===== config.mk =====
export PLATFORM = sky130hd
export DESIGN_NAME = gel_front
export DESIGN_NICKNAME = d
export VERILOG_FILES = /design/src/gel_pkg.sv /design/src/gel_front.sv
export SDC_FILE = /design/constraint.sdc
export NUM_CORES = 1
export LEC_CHECK = 0
export BUFFER_PORTS_ARGS = -buffer_cell sky130_fd_sc_hd__buf_2
export CORE_MARGIN = 4
export CORE_UTILIZATION = 61
export DETAILED_ROUTE_END_ITERATION = 7
export PLACE_DENSITY = 0.88
export RECOVER_POWER = 50
export SYNTH_ARGS = -nofsm -noshare
export SYNTH_HDL_FRONTEND = slang
export SYNTH_SLANG_ARGS = --single-unit

===== constraint.sdc =====
create_clock -name clk -period 9.78 [get_ports clk]
set_input_delay 0.978 -clock clk [delete_from_list [all_inputs] [get_ports clk]]
set_output_delay 0.978 -clock clk [all_outputs]
set_load 0.005 [all_outputs]

===== src/gel_pkg.sv =====
// Shared types, constants and the sine/cosine tables of the correlator channel.
// Used by every module of the channel; depends on nothing else.
package gel_pkg;

	localparam int CODE_LENGTH = 1023;
	localparam int CODE_FRAC   = 22;
	localparam int IDX_BITS    = $clog2(CODE_LENGTH);
	localparam int SAMPLE_BITS = 8;
	localparam int PHASE_BITS  = 32;
	localparam int ACC_BITS    = 32;
	localparam int COUNT_BITS  = 24;
	localparam int SPACE_BITS  = 23;
	localparam int LUT_BITS    = 6;
	localparam int LUT_SIZE    = 1 << LUT_BITS;
	localparam int LUT_QUARTER = LUT_SIZE / 4;
	localparam int TRIG_BITS   = 16;
	localparam int TRIG_FRAC   = 14;
	localparam int PROD_BITS   = SAMPLE_BITS + TRIG_BITS;
	localparam int WIPE_BITS   = PROD_BITS + 2 - TRIG_FRAC;

	localparam logic [PHASE_BITS-1:0] CODE_SPAN = PHASE_BITS'(CODE_LENGTH) << CODE_FRAC;
	localparam logic [PHASE_BITS:0]   HALF_CHIP = (PHASE_BITS+1)'(1) << (CODE_FRAC - 1);

	typedef enum logic [1:0] {
		CMD_LOAD   = 2'd0,
		CMD_START  = 2'd1,
		CMD_SAMPLE = 2'd2,
		CMD_DUMP   = 2'd3
	} cmd_t;

	localparam logic [1:0] CFG_CODE_STEP    = 2'd0;
	localparam logic [1:0] CFG_CARRIER_STEP = 2'd1;
	localparam logic [1:0] CFG_CHIP_SPACING = 2'd2;
	localparam logic [1:0] CFG_HALF_COUNT   = 2'd3;

	// accumulator slots, real part at slot, imaginary at slot + 1
	localparam int ACC_EARLY   = 0;
	localparam int ACC_PROMPT1 = 2;
	localparam int ACC_PROMPT2 = 4;
	localparam int ACC_LATE    = 6;

	typedef struct packed {
		cmd_t                          cmd;
		logic                          load_ok;
		logic [IDX_BITS-1:0]           chip_index;
		logic                          chip_value;
		logic [PHASE_BITS-1:0]         code_phase;
		logic [PHASE_BITS-1:0]         carrier_phase;
		logic [COUNT_BITS-1:0]         count;
		logic signed [SAMPLE_BITS-1:0] si;
		logic signed [SAMPLE_BITS-1:0] sq;
	} op_t;

	typedef struct packed {
		logic [PHASE_BITS-1:0] code_step_mod;
		logic [PHASE_BITS-1:0] carrier_step;
		logic [SPACE_BITS-1:0] spacing;
		logic [COUNT_BITS-1:0] half_count;
	} cfg_t;

	typedef struct packed {
		logic [7:0][ACC_BITS-1:0] acc;
		logic [PHASE_BITS-1:0]    code_phase;
		logic [PHASE_BITS-1:0]    carrier_phase;
		logic [COUNT_BITS-1:0]    count;
	} res_t;

	typedef logic signed [TRIG_BITS-1:0] trig_tab_t [LUT_SIZE];

	// sin(pi/2 * m / LUT_QUARTER) in Q14, integer Taylor series
	function automatic longint unsigned quarter_sin(input longint unsigned m);
		longint unsigned one;
		longint unsigned x;
		longint unsigned x2;
		longint unsigned t;
		one = 64'd1073741824;
		x   = (64'd3373259426 * m) / (2 * LUT_QUARTER);
		x2  = (x * x) >> 30;
		t   = one;
		t   = one - ((x2 * t) >> 30) / 110;
		t   = one - ((x2 * t) >> 30) / 72;
		t   = one - ((x2 * t) >> 30) / 42;
		t   = one - ((x2 * t) >> 30) / 20;
		t   = one - ((x2 * t) >> 30) / 6;
		return (((x * t) >> 30) + 64'd32768) >> 16;
	endfunction

	function automatic trig_tab_t make_tab(input logic cosine);
		trig_tab_t       tab;
		int              k;
		int              idx;
		int              quad;
		int              r;
		longint unsigned mag;
		for (k = 0; k < LUT_SIZE; k++) begin
			idx  = (k + (cosine ? LUT_QUARTER : 0)) & (LUT_SIZE - 1);
			quad = idx >> (LUT_BITS - 2);
			r    = idx & (LUT_QUARTER - 1);
			mag  = quad[0] ? quarter_sin(64'(LUT_QUARTER - r)) : quarter_sin(64'(r));
			tab[k] = (quad >= 2) ? -TRIG_BITS'(mag) : TRIG_BITS'(mag);
		end
		return tab;
	endfunction

	localparam trig_tab_t SIN_TAB = make_tab(1'b0);
	localparam trig_tab_t COS_TAB = make_tab(1'b1);

	function automatic logic signed [ACC_BITS-1:0] sat_add(
		input logic signed [ACC_BITS-1:0]  a,
		input logic signed [WIPE_BITS-1:0] v,
		input logic                        plus
	);
		logic signed [ACC_BITS:0] d;
		logic signed [ACC_BITS:0] s;
		d = plus ? (ACC_BITS+1)'(v) : -((ACC_BITS+1)'(v));
		s = (ACC_BITS+1)'(a) + d;
		if (s[ACC_BITS] != s[ACC_BITS-1])
			return s[ACC_BITS] ? {1'b1, {(ACC_BITS-1){1'b0}}} : {1'b0, {(ACC_BITS-1){1'b1}}};
		return s[ACC_BITS-1:0];
	endfunction

endpackage


===== src/gel_front.sv =====
// Front end: accepts command items, classifies them and queues them for the back end.
// Depends on gel_pkg.
module gel_front import gel_pkg::*; (
	input  logic                          clk,
	input  logic                          arst_n,
	input  logic                          push,
	output logic                          full,
	input  logic [1:0]                    command,
	input  logic [9:0]                    chip_index,
	input  logic                          chip_value,
	input  logic [31:0]                   start_code_phase,
	input  logic [31:0]                   start_carrier_phase,
	input  logic [23:0]                   start_count,
	input  logic signed [SAMPLE_BITS-1:0] sample_i,
	input  logic signed [SAMPLE_BITS-1:0] sample_q,
	input  logic                          deq,
	output logic                          head_valid,
	output op_t                           head
);

	localparam int DEPTH = 4;
	localparam int PTR_BITS = $clog2(DEPTH);

	op_t                 op;
	op_t                 q_mem [DEPTH];
	logic [PTR_BITS-1:0] wr_ptr_q;
	logic [PTR_BITS-1:0] rd_ptr_q;
	logic [PTR_BITS:0]   cnt_q;
	logic                enq;

	// classify: check the load address, fold the start phase into one code period
	always_comb begin
		op               = '0;
		op.cmd           = cmd_t'(command);
		op.load_ok       = (32'(chip_index) < CODE_LENGTH);
		op.chip_index    = IDX_BITS'(chip_index);
		op.chip_value    = chip_value;
		op.code_phase    = (start_code_phase >= CODE_SPAN) ?
			(start_code_phase - CODE_SPAN) : start_code_phase;
		op.carrier_phase = start_carrier_phase;
		op.count         = start_count;
		op.si            = sample_i;
		op.sq            = sample_q;
	end

	assign full       = (cnt_q == (PTR_BITS+1)'(DEPTH));
	assign head_valid = (cnt_q != '0);
	assign head       = q_mem[rd_ptr_q];
	assign enq        = push && !full;

	always_ff @(posedge clk) begin
		if (enq)
			q_mem[wr_ptr_q] <= op;
	end

	always_ff @(posedge clk or negedge arst_n) begin
		if (!arst_n) begin
			wr_ptr_q <= '0;
			rd_ptr_q <= '0;
			cnt_q    <= '0;
		end else begin
			if (enq)
				wr_ptr_q <= wr_ptr_q + 1'b1;
			if (deq)
				rd_ptr_q <= rd_ptr_q + 1'b1;
			cnt_q <= cnt_q + (PTR_BITS+1)'(enq) - (PTR_BITS+1)'(deq);
		end
	end

endmodule


# Yosys cells after proc, flatten, opt, wreduce, memory -nomap -nowiden
# Memory sizes are Yosys's and may differ from the RTL's.
# Index checks and enable logic that the tools add are counted.
# word_totals
output_inout_bits,120
n_memories,1
input_bits,121
ramBits,472
ff_bits,7
word_cells,18
# mem_list
memory,words,word_bits,rd,rd_ports_with_merged_regs,write_ports,line_no,rtl
q_mem,4,118,1,0,1,gel_front.sv:25,op_t q_mem [DEPTH];
# classes
eq_ne,1
n_reduce_logical,3
n_addsub,5
muxes,3
n_lt_le_gt_ge,2
# ops
op,n
$ge A32 B32 Y1 const B,1
$mux W32,1
$sub A32 B32 Y32 const B,1
$lt A10 B10 Y1 const B,1
$add A2 B1 Y2 const B,2
$add A3 B1 Y3,1
$eq A3 B3 Y1 const B,1
$reduce_bool A3 Y1,1
$sub A3 B1 Y3,1
$mux W1,2
$logic_and A1 B1 Y1,1
$logic_not A1 Y1,1

# Logic depth before layout (Yosys ltp)
# Gate-level depths: netlist of the first run.
# logic_depth
word_depth,5
depth_mapped,9
mapped_depth_nobuf,8

# Worst setup path before layout of the first run
# OpenSTA, ideal clock, no wires.
# synth_path
kind,input -> register
startpoint,input push
endpoint,memory q_mem[0][0] in the netlist's numbering (enable)
cell_stages,3
arrival_time_ns,4.000
setup_slack_ns,5.289
required_time_ns,9.289
cell_sequence,nor2b_1 -> buf_2 -> and2_1
# synth_between
elab_chain_len,3
# synth_rtl
element,line_no,rtl
"start, declared",gel_front.sv:6,"input logic push,"
$logic_and A1 B1 Y1,gel_front.sv:49,assign enq = push && !full;
$mux W1,gel_front.sv:52,if (enq)
$mux W1 (not written as such),gel_front.sv:53,q_mem[wr_ptr_q] <= op;
"end, declared",gel_front.sv:25,
# Every way passes these cells.

==> impl_metrics.env, run 1 <==
export IMPL_route_vias_total=7983
export IMPL_floorplan_die_area_mm2=0.0316
export IMPL_max_freq_ghz=0.163
export IMPL_grt_setup_unrepaired="false"
export IMPL_drt_wl_total_um=35100
export IMPL_synth_cells=671
export IMPL_cellPowerDensity_mw_per_mm2=307
export IMPL_critPathLaunchType="flop"
export IMPL_primary_ff_master_synth="edfxtp_1"
export IMPL_place_detailed_hpwl_um=20600
export IMPL_reg2reg_from="cnt_q[2]$_DFF_PN0_"
export IMPL_post_cts_setup_buffer_count=0
export IMPL_timing_critical_path_to_type="primary output"
export IMPL_drcViolationCount=0
export IMPL_count_of_flip_flops_with_a_built_in_enable_after_synthesis=472
export IMPL_timing_critical_path_slowest_cell_delay_ps=2780
export IMPL_cts_reportedPaths_clkPinSlew_ps=60
export IMPL_layout_worst_path_cycle_share_pct=62.8
export IMPL_maximum_vdd_drop_v=0.000226
export IMPL_clock_insertion_delay_worst_skew_ps=530
export IMPL_layout_area_overhead_vs_synth_pct=16.6
export IMPL_cp_required_ps=8800
export IMPL_synthesis_area_mm2=0.0176
export IMPL_synth_seq_cells=479
export IMPL_ioPinCount=241
export IMPL_cp_buffers_inverters=2
export IMPL_post_drt_via_cell_ratio=5.90
export IMPL_drv_max_cap_violation_count=3
export IMPL_grt_first_pass_wirelength_um=52500
export IMPL_timing_final_setup_violations=0
export IMPL_path_class="flop to primary output"
export IMPL_rows=61
export IMPL_synth_most_common_cell="edfxtp_1"
export IMPL_postSynthNetCount=799
export IMPL_synth_top_cells_by_area="edfxtp_1, mux4_2, dfrtp_1"
export IMPL_violations="capacitance limit, slew limit"
export IMPL_grt_pass1_vias=8540
export IMPL_synth_async_sr_flop_share_pct=1.46
export IMPL_crit_fanout=47
export IMPL_drt_iter0_markers=910
export IMPL_max_slew_margin_pct=-218
export IMPL_fin_worst_skew_ps=11.9
export IMPL_min_delay_path_class="input pin to async pin"
export IMPL_worst_path_stages=3
export IMPL_ys_warnings_count=0
export IMPL_cts_htree_levels=2
export IMPL_start_util_pct=62.6
export IMPL_cts_tree="built"
export IMPL_average_cell_area_after_synthesis_um2=26.2
export IMPL_final_max_slew_violation_count=158
export IMPL_cts_hold_buffers=0
export IMPL_cts_root_buffer="clkbuf_16"
export IMPL_inserted_clock_buffers=45
export IMPL_synth_distinct_cells=24
export IMPL_post_cts_resize_count=0
export IMPL_leakagePower_nw=6.72
export IMPL_ff2ff_setup_slack_ps=3780
export IMPL_global_route_overflow_total=0
export IMPL_crit_path_cell_trace="clkbuf_1, mux4_2, buf_2"
export IMPL_min_period_ps=6140
export IMPL_synthDominantCellAreaShare_pct=80.7
export IMPL_critical_path_reg2reg_endpoint="q_mem[2][45]$_DFFE_PP_"
export IMPL_coreArea_mm2=0.0281
export IMPL_synth_sequential_area_ratio_pct=81.7
export IMPL_synth_top_area_cell="edfxtp_1"
export IMPL_filler_cell_count=1665
export IMPL_synth_top_cells_by_count="edfxtp_1, mux4_2, buf_2"
export IMPL_finalHoldWorstSlack_ps=356
export IMPL_port_buffers=240
export IMPL_grt_start_max_net_pins=76
export IMPL_detailedRoute_firstPassIterationCount=5
export IMPL_status="finished with violations"
export IMPL_setup_total_negative_slack_ps=0
export IMPL_data_arrival_time_of_the_critical_path_ps=5160
export IMPL_r2r_cells=4
export IMPL_die_w_um=178
export IMPL_design_final_nets=1066
export IMPL_antenna_left=0
export IMPL_grt_util_all_layers_pct=22.6
export IMPL_critical_path_slowest_cell="clkbuf_1"
export IMPL_final_hold_viol_count=0
export IMPL_clkSinkCount=479
export IMPL_critical_path_top_delay_family="buffers and inverters"
export IMPL_die_h_um=178
export IMPL_drive_above_1_share_pct=33.3
export IMPL_rd_place_congestion=0.727
export IMPL_worstMarginPinSlew_ps=4770
export IMPL_cts_max_path_buffers=3
export IMPL_antenna_found_initial=2
export IMPL_routed_wire_length_per_instance_um=26.0
==> cell families (layout without fill, tap and decap cells) <==
group	count (synthesis)	count (layout)	share of synthesized area [%]
flip-flops	479	479	81.7
multiplexers	120	120	15.3
buffers and inverters	31	333	1.22
AND/OR/NAND/NOR	27	27	0.969
adder cells (fa/ha/maj)	7	7	0.541
XOR/XNOR	7	7	0.349
other	0	2	0
==> through the flow <==
| stage | std cells | setup WS [ps] | cell area [um^2] | power [W] | utilization [%] |
|---|---|---|---|---|---|
| after floorplan | 671 | 5290 | 17600 | 0.00393 | - |
| after global routing | 1352 | 2860 | 20500 | 0.00659 | 72.9 |
| after detailed placement | 1269 | 6040 | 19100 | 0.00456 | 68.1 |
| after CTS | 1351 | 5620 | 20600 | 0.00635 | 73.5 |
| final | 1353 | 3640 | 20500 | 0.00629 | 72.9 |
| after global placement | 1269 | 6090 | 19100 | 0.00450 | 68.1 |
==> flip-flops by register name, summed over array words and instances, names as in the netlist <==
signal,count
wr_ptr_q,2
rd_ptr_q,2
cnt_q,3
q_mem,472
==> layout by cell type (no fill, tap or decap), types with 4 or more instances in the layout <==
cell type and instances:
bufinv_16 7, dfrtp_1 5, clkbuf_1 119, buf_2 129, mux4_2 118, ha_1 6, edfxtp_1 472, clkbuf_16 47
clkinv_1 8, inv_1 4, buf_4 6, nor2b_1 9, clkinv_2 10, xnor2_1 4
==> final cells by class <==
| class | count | area, um^2 | area share (%) |
|---|---|---|---|
| Timing Repair Buffer | 247 | 1110 | 5.43 |
| Inverter | 4 | 15.0 | 0.0733 |
| Sequential cell | 479 | 14400 | 70.1 |
| Antenna cell | 2 | 5.00 | 0.0244 |
| Clock inverter | 28 | 315 | 1.54 |
| Multi-Input combinational cell | 161 | 3000 | 14.7 |
| Tap cell | 378 | 473 | 2.31 |
| Clock buffer | 54 | 1200 | 5.87 |
==> routing by layer <==
metal,GRT usage [%],vias to the layer above,wire (um)
li1,-,3423,-
met1,29.7,4157,12500
met2,37.7,346,18400
met3,6.75,55,3380
met4,6.38,2,784
met5,0,-,12
==> power breakdown <==
part / leakage (nW) / switching, W / internal (W)
clock network: 0.747 / 0.000700 / 0.00106
registers: 4.40 / 0.000182 / 0.00273
logic: 1.58 / 0.000817 / 0.000789
==> how the worst max path moves through the flow <==
stage,start,end,slack [ps]
after floorplan,push,q_mem[0][0]$_DFFE_PP_,5290
after global placement,push,q_mem[2][45]$_DFFE_PP_,6090
after detailed placement,push,q_mem[3][28]$_DFFE_PP_,6040
after CTS,rd_ptr_q[0]$_DFFE_PN0P_,head[92],5620
after global routing,rd_ptr_q[0]$_DFFE_PN0P_,head[76],2860
final,rd_ptr_q[0]$_DFFE_PN0P_,head[92],3640
(Power assumes the default switching activity.)
==> run 2: changes to the inputs <==
- CORE_UTILIZATION: 61 -> 57
- PLACE_DENSITY: 0.88 -> 0.83
- clock period: 9.78 -> 5.7 ns (I/O delays scaled with it)
==> run 2 against run 1 <==
  * The flow still finishes with violations (capacitance limit, slew limit)
  * Sequential cell count stayed put
  * Total power up 67%
  * Sequential power is 71% higher
  * Critical path depth rose by 1
  * Register-to-register slack worse by 2400 ps
  * Global-route usage down 2.5 points
  * Clock skew is 9.7 ps higher
  * Worst hold slack got worse by 72 ps
  * Via count shrank 1.0%
  * Setup slack lost 2300 ps
  * Wire length decreased by 3.6%
  * Final cell count increased by 2.0%
==> impl_metrics.env, run 2 (synthesis results as in run 1) <==
export IMPL_path_class="flop to flop"
export IMPL_final_max_slew_violation_count=140
export IMPL_maximum_vdd_drop_v=0.000343
export IMPL_max_freq_ghz=0.230
export IMPL_post_cts_setup_buffer_count=0
export IMPL_drcViolationCount=0
export IMPL_crit_path_cell_trace="nor3b_1, nor2b_1, and2_1, buf_4"
export IMPL_route_vias_total=7901
export IMPL_timing_critical_path_slowest_cell_delay_ps=2140
export IMPL_max_slew_margin_pct=-89.6
export IMPL_rd_place_congestion=0.758
export IMPL_layout_area_overhead_vs_synth_pct=16.4
export IMPL_antenna_left=0
export IMPL_top_register="q_mem"
export IMPL_drt_iter0_markers=619
export IMPL_largest_reg_flops=472
export IMPL_layout_worst_path_cycle_share_pct=76.2
export IMPL_timing_final_setup_violations=0
export IMPL_switching_power_w=0.00289
export IMPL_ioPinCount=241
export IMPL_antenna_found_initial=4
export IMPL_cts_reportedPaths_clkPinSlew_ps=60
export IMPL_filler_cell_count=1969
export IMPL_port_buffers=240
export IMPL_fin_worst_skew_ps=21.5
export IMPL_grt_start_max_net_pins=57
export IMPL_die_h_um=184
export IMPL_global_route_overflow_total=0
export IMPL_cts_root_buffer="clkbuf_16"
export IMPL_violations="capacitance limit, slew limit"
export IMPL_timing_critical_path_to_type="flop"
export IMPL_layout_core_utilization_pct=67.0
export IMPL_cp_required_ps=5860
export IMPL_rows=64
export IMPL_seq_power_share_pct=47.5
export IMPL_critical_path_slowest_cell="and2_1"
export IMPL_biggestRegsByFlops="q_mem x472, cnt_q x3"
export IMPL_floorplan_die_area_mm2=0.0337
export IMPL_critPathLaunchType="flop"
export IMPL_layout_cells_most_common="edfxtp_1"
export IMPL_cellPowerDensity_mw_per_mm2=515
export IMPL_grt_util_all_layers_pct=20.2
export IMPL_routed_wire_length_per_instance_um=24.5
export IMPL_drt_wl_total_um=33900
export IMPL_cts_max_path_buffers=3
export IMPL_final_hold_viol_count=0
export IMPL_min_delay_path_class="input pin to flop"
export IMPL_grt_first_pass_wirelength_um=51300
export IMPL_drv_max_cap_violation_count=3
export IMPL_clock_power_share_pct=26.8
export IMPL_coreArea_mm2=0.0305
export IMPL_pwr_share_comb_pct=25.8
export IMPL_clock_insertion_delay_worst_skew_ps=540
export IMPL_min_period_ps=4340
export IMPL_start_util_pct=57.6
export IMPL_cp_buffers_inverters=1
export IMPL_grt_setup_unrepaired="false"
export IMPL_crit_fanout=52
export IMPL_clkSinkCount=479
export IMPL_status="finished with violations"
export IMPL_inserted_clock_buffers=47
export IMPL_setup_total_negative_slack_ps=0
export IMPL_post_drt_via_cell_ratio=5.73
export IMPL_cts_tree="built"
export IMPL_data_arrival_time_of_the_critical_path_ps=4500
export IMPL_power_share_switching_pct=27.5
export IMPL_critical_path_top_delay_family="simple AND/OR/NAND/NOR gates"
export IMPL_leakagePower_nw=6.71
export IMPL_grt_pass1_vias=8552
export IMPL_worstMarginPinSlew_ps=2840
export IMPL_p_int_w=0.00763
export IMPL_design_final_nets=1074
export IMPL_die_w_um=184
export IMPL_drive_above_1_share_pct=33.2
export IMPL_layout_common_cells="edfxtp_1, buf_2, clkbuf_1"
export IMPL_detailedRoute_firstPassIterationCount=5
export IMPL_cts_htree_levels=2
[run 2: power groups by stage]
stage          logic, W  registers [W]  clock network (W)
3_3_place_gp    0.00276        0.00500                  0
5_1_grt         0.00293        0.00506            0.00304
2_1_floorplan   0.00185        0.00490                  0
6_report        0.00271        0.00499            0.00282
4_1_cts         0.00282        0.00499            0.00287
3_5_place_dp    0.00279        0.00505                  0
[run 2: layout make-up]
class / count / area (um^2) / share of cell area (%)
Sequential cell: 479 / 14400 / 70.2
Multi-Input combinational cell: 161 / 3000 / 14.7
Clock buffer: 62 / 1230 / 6.03
Timing Repair Buffer: 253 / 1180 / 5.75
Tap cell: 396 / 495 / 2.42
Clock inverter: 23 / 164 / 0.802
Inverter: 4 / 15.0 / 0.0734
Antenna cell: 2 / 5.00 / 0.0245
[run 2: path summary, 6_finish.rpt]
kind	cells after the start	end	slack (ps)	from
max	4	q_mem[1][47]$_DFFE_PP_	1360	cnt_q[2]$_DFF_PN0_
min	2	rd_ptr_q[0]$_DFFE_PN0P_	280	deq
max reg2reg	4	q_mem[1][47]$_DFFE_PP_	1360	cnt_q[2]$_DFF_PN0_
min reg2reg	1	cnt_q[2]$_DFF_PN0_	500	cnt_q[2]$_DFF_PN0_
max in group asynchronous	2	rd_ptr_q[0]$_DFFE_PN0P_	4880	arst_n
min in group asynchronous	2	cnt_q[0]$_DFF_PN0_	490	arst_n
[run 2: layer usage]
metal | wire [um] | global-route usage, % | vias up
met3 | 2240 | 3.74 | 62
met2 | 17900 | 34.5 | 256
met4 | 863 | 6.62 | 6
met1 | 12800 | 26.8 | 4134
li1 | - | - | 3443
met5 | 36 | 0 | -
[run 2: per-stage QoR]
stage / cells / setup WS, ps / cell area (um^2) / power, W / hold slack [ps]
2_1_floorplan: 671 / 1620 / 17600 / 0.00675 / 274
3_3_place_gp: 1292 / 2640 / 19200 / 0.00777 / 416
3_5_place_dp: 1292 / 2580 / 19200 / 0.00785 / 417
4_1_cts: 1378 / 2140 / 20600 / 0.0107 / 221
5_1_grt: 1379 / 1020 / 20400 / 0.0110 / 286
6_report: 1380 / 1360 / 20400 / 0.0105 / 284
[run 2: timing repair]
item                      4_1_cts  5_1_grt
hold buffers                    1        0
gates resized for setup         0        0
hold endpoints to repair        7        0
==> run 3: changes to the inputs <==
- CORE_UTILIZATION: 57 -> 51
- PLACE_DENSITY: 0.83 -> 0.79
- clock period: 5.7 -> 3.8 ns (I/O delays scaled with it)
==> run 3 against run 2 <==
  * Clock skew shrank 6.2 ps
  * Largest cell class unchanged
  * Global-route usage decreased by 2.3 points
  * Count of clock-buffer cells in the layout fell by 6
  * Clock power grew 56%
  * The run still ends with capacitance limit, slew limit left
  * Highest routed layer unchanged
==> impl_metrics.env, run 3 (synthesis results as in run 1) <==
export IMPL_placed_cell_count=1345
export IMPL_final_hold_viol_count=0
export IMPL_min_period_ps=3180
export IMPL_drv_max_cap_violation_count=1
export IMPL_power_share_switching_pct=27.2
export IMPL_seq_power_share_pct=46.4
export IMPL_clkSinkCount=479
export IMPL_maximum_vdd_drop_v=0.000517
export IMPL_critical_path_slowest_cell="clkbuf_4"
export IMPL_place_detailed_hpwl_um=19500
export IMPL_timing_critical_path_slowest_cell_delay_ps=1400
export IMPL_layout_area_overhead_vs_synth_pct=18.0
export IMPL_layout_worst_path_cycle_share_pct=83.6
export IMPL_die_w_um=194
export IMPL_violations="capacitance limit, slew limit"
export IMPL_crit_path_cell_trace="nor3b_1, nor2b_1, and2_4, clkbuf_4"
export IMPL_grt_util_all_layers_pct=17.9
export IMPL_setup_total_negative_slack_ps=0
export IMPL_max_slew_margin_pct=-27.6
export IMPL_clock_insertion_delay_worst_skew_ps=560
export IMPL_grt_start_max_net_pins=119
export IMPL_cts_root_buffer="clkbuf_16"
export IMPL_layout_common_cells="edfxtp_1, buf_2, clkbuf_1"
export IMPL_p_int_w=0.0116
export IMPL_floorplan_die_area_mm2=0.0375
export IMPL_die_h_um=194
export IMPL_drt_iter0_markers=496
export IMPL_cp_required_ps=3940
export IMPL_drcViolationCount=0
export IMPL_ioPinCount=241
export IMPL_cts_reportedPaths_clkPinSlew_ps=60
export IMPL_inserted_clock_buffers=47
export IMPL_top_register="q_mem"
export IMPL_coreArea_mm2=0.0338
export IMPL_antenna_left=0
export IMPL_filler_cell_count=2302
export IMPL_routed_wire_length_per_instance_um=22.8
export IMPL_worstMarginPinSlew_ps=1910
export IMPL_path_class="flop to flop"
export IMPL_cts_tree="built"
export IMPL_data_arrival_time_of_the_critical_path_ps=3310
export IMPL_layout_cells_most_common="edfxtp_1"
export IMPL_cellPowerDensity_mw_per_mm2=771
export IMPL_leakagePower_nw=6.78
export IMPL_grt_first_pass_wirelength_um=51900
export IMPL_antenna_found_initial=4
export IMPL_post_cts_resize_count=0
export IMPL_largest_reg_flops=472
export IMPL_pwr_share_comb_pct=26.0
export IMPL_switching_power_w=0.00435
export IMPL_port_buffers=240
export IMPL_cts_max_path_buffers=3
export IMPL_min_delay_path_class="input pin to flop"
export IMPL_crit_fanout=118
export IMPL_biggestRegsByFlops="q_mem x472, cnt_q x3"
export IMPL_rd_place_congestion=0.705
export IMPL_clock_power_share_pct=27.5
export IMPL_post_cts_setup_buffer_count=0
export IMPL_max_freq_ghz=0.315
export IMPL_timing_final_setup_violations=0
export IMPL_final_max_slew_violation_count=119
export IMPL_post_drt_via_cell_ratio=5.45
export IMPL_fin_worst_skew_ps=15.3
export IMPL_design_final_nets=1082
export IMPL_drive_above_1_share_pct=33.7
export IMPL_status="finished with violations"
export IMPL_route_vias_total=7852
export IMPL_cts_hold_buffers=8
export IMPL_critPathLaunchType="flop"
export IMPL_grt_pass1_vias=8596
export IMPL_area_taken_by_flip_flops_and_latches_mm2=0.0144
export IMPL_multi_input_area_mm2=0.00301
export IMPL_start_util_pct=52.0
export IMPL_global_route_overflow_total=0
export IMPL_detailedRoute_firstPassIterationCount=6
export IMPL_drt_wl_total_um=32900
export IMPL_timing_critical_path_to_type="flop"
export IMPL_cts_htree_levels=2
export IMPL_final_cells=1441
export IMPL_grt_setup_unrepaired="false"
export IMPL_rows=67
==> run 3: path summary, 6_finish.rpt <==
path,from,to,slack (ps),cells after the start
setup / recovery,cnt_q[2]$_DFF_PN0_,q_mem[2][83]$_DFFE_PP_,620,4
hold / removal,deq,rd_ptr_q[0]$_DFFE_PN0P_,80,2
setup reg to reg,cnt_q[2]$_DFF_PN0_,q_mem[2][83]$_DFFE_PP_,620,4
hold reg to reg,cnt_q[2]$_DFF_PN0_,cnt_q[2]$_DFF_PN0_,510,1
max in group asynchronous,arst_n,rd_ptr_q[1]$_DFFE_PN0P_,3150,2
min in group asynchronous,arst_n,rd_ptr_q[0]$_DFFE_PN0P_,300,2
==> run 3: final cells by class <==
type	count	share of cell area (%)
diodes	3	0.0362
clock inverters	29	1.27
well taps	448	2.70
repair buffers	261	6.35
multi-input cells	161	14.5
inverters	4	0.0724
flip-flops and latches	479	69.2
clock buffers	56	5.84
==> run 3: power groups by stage <==
stage          Clock, W  Sequential, W  Combinational, W
2_1_floorplan         0        0.00727           0.00278
3_3_place_gp          0        0.00747           0.00426
3_5_place_dp          0        0.00754           0.00429
4_1_cts         0.00452        0.00744           0.00433
5_1_grt         0.00477        0.00754           0.00453
6_report        0.00440        0.00743           0.00416
==> run 3: per-stage QoR <==
| stage | power [W] | hold slack [ps] | util (%) | area [um^2] | setup slack [ps] |
|---|---|---|---|---|---|
| after global placement | 0.0117 | 225 | 57.2 | 19300 | 1330 |
| final | 0.0160 | 82.5 | 61.4 | 20700 | 624 |
| after detailed placement | 0.0118 | 229 | 57.2 | 19300 | 1270 |
| after CTS | 0.0163 | 0.266 | 61.8 | 20900 | 695 |
| after global routing | 0.0168 | 70.3 | 61.4 | 20700 | 363 |
| after floorplan | 0.0100 | 84.4 | - | 17600 | 1070 |
==> run 3: worst max-delay path, delay by kind of cell, from the launching register on <==
family	cells	cell delay, ps
buffers and inverters	1	1400
and+or+nand+nor	3	900
DFF	1	400
==> run 3: per-layer routing <==
layer | track usage (%) | vias to the layer above | routed length [um]
met5 | 0 | - | 13
met3 | 5.74 | 46 | 2700
met4 | 5.66 | 2 | 619
met1 | 23.9 | 4098 | 13000
met2 | 28.5 | 243 | 16500
li1 | - | 3463 | -
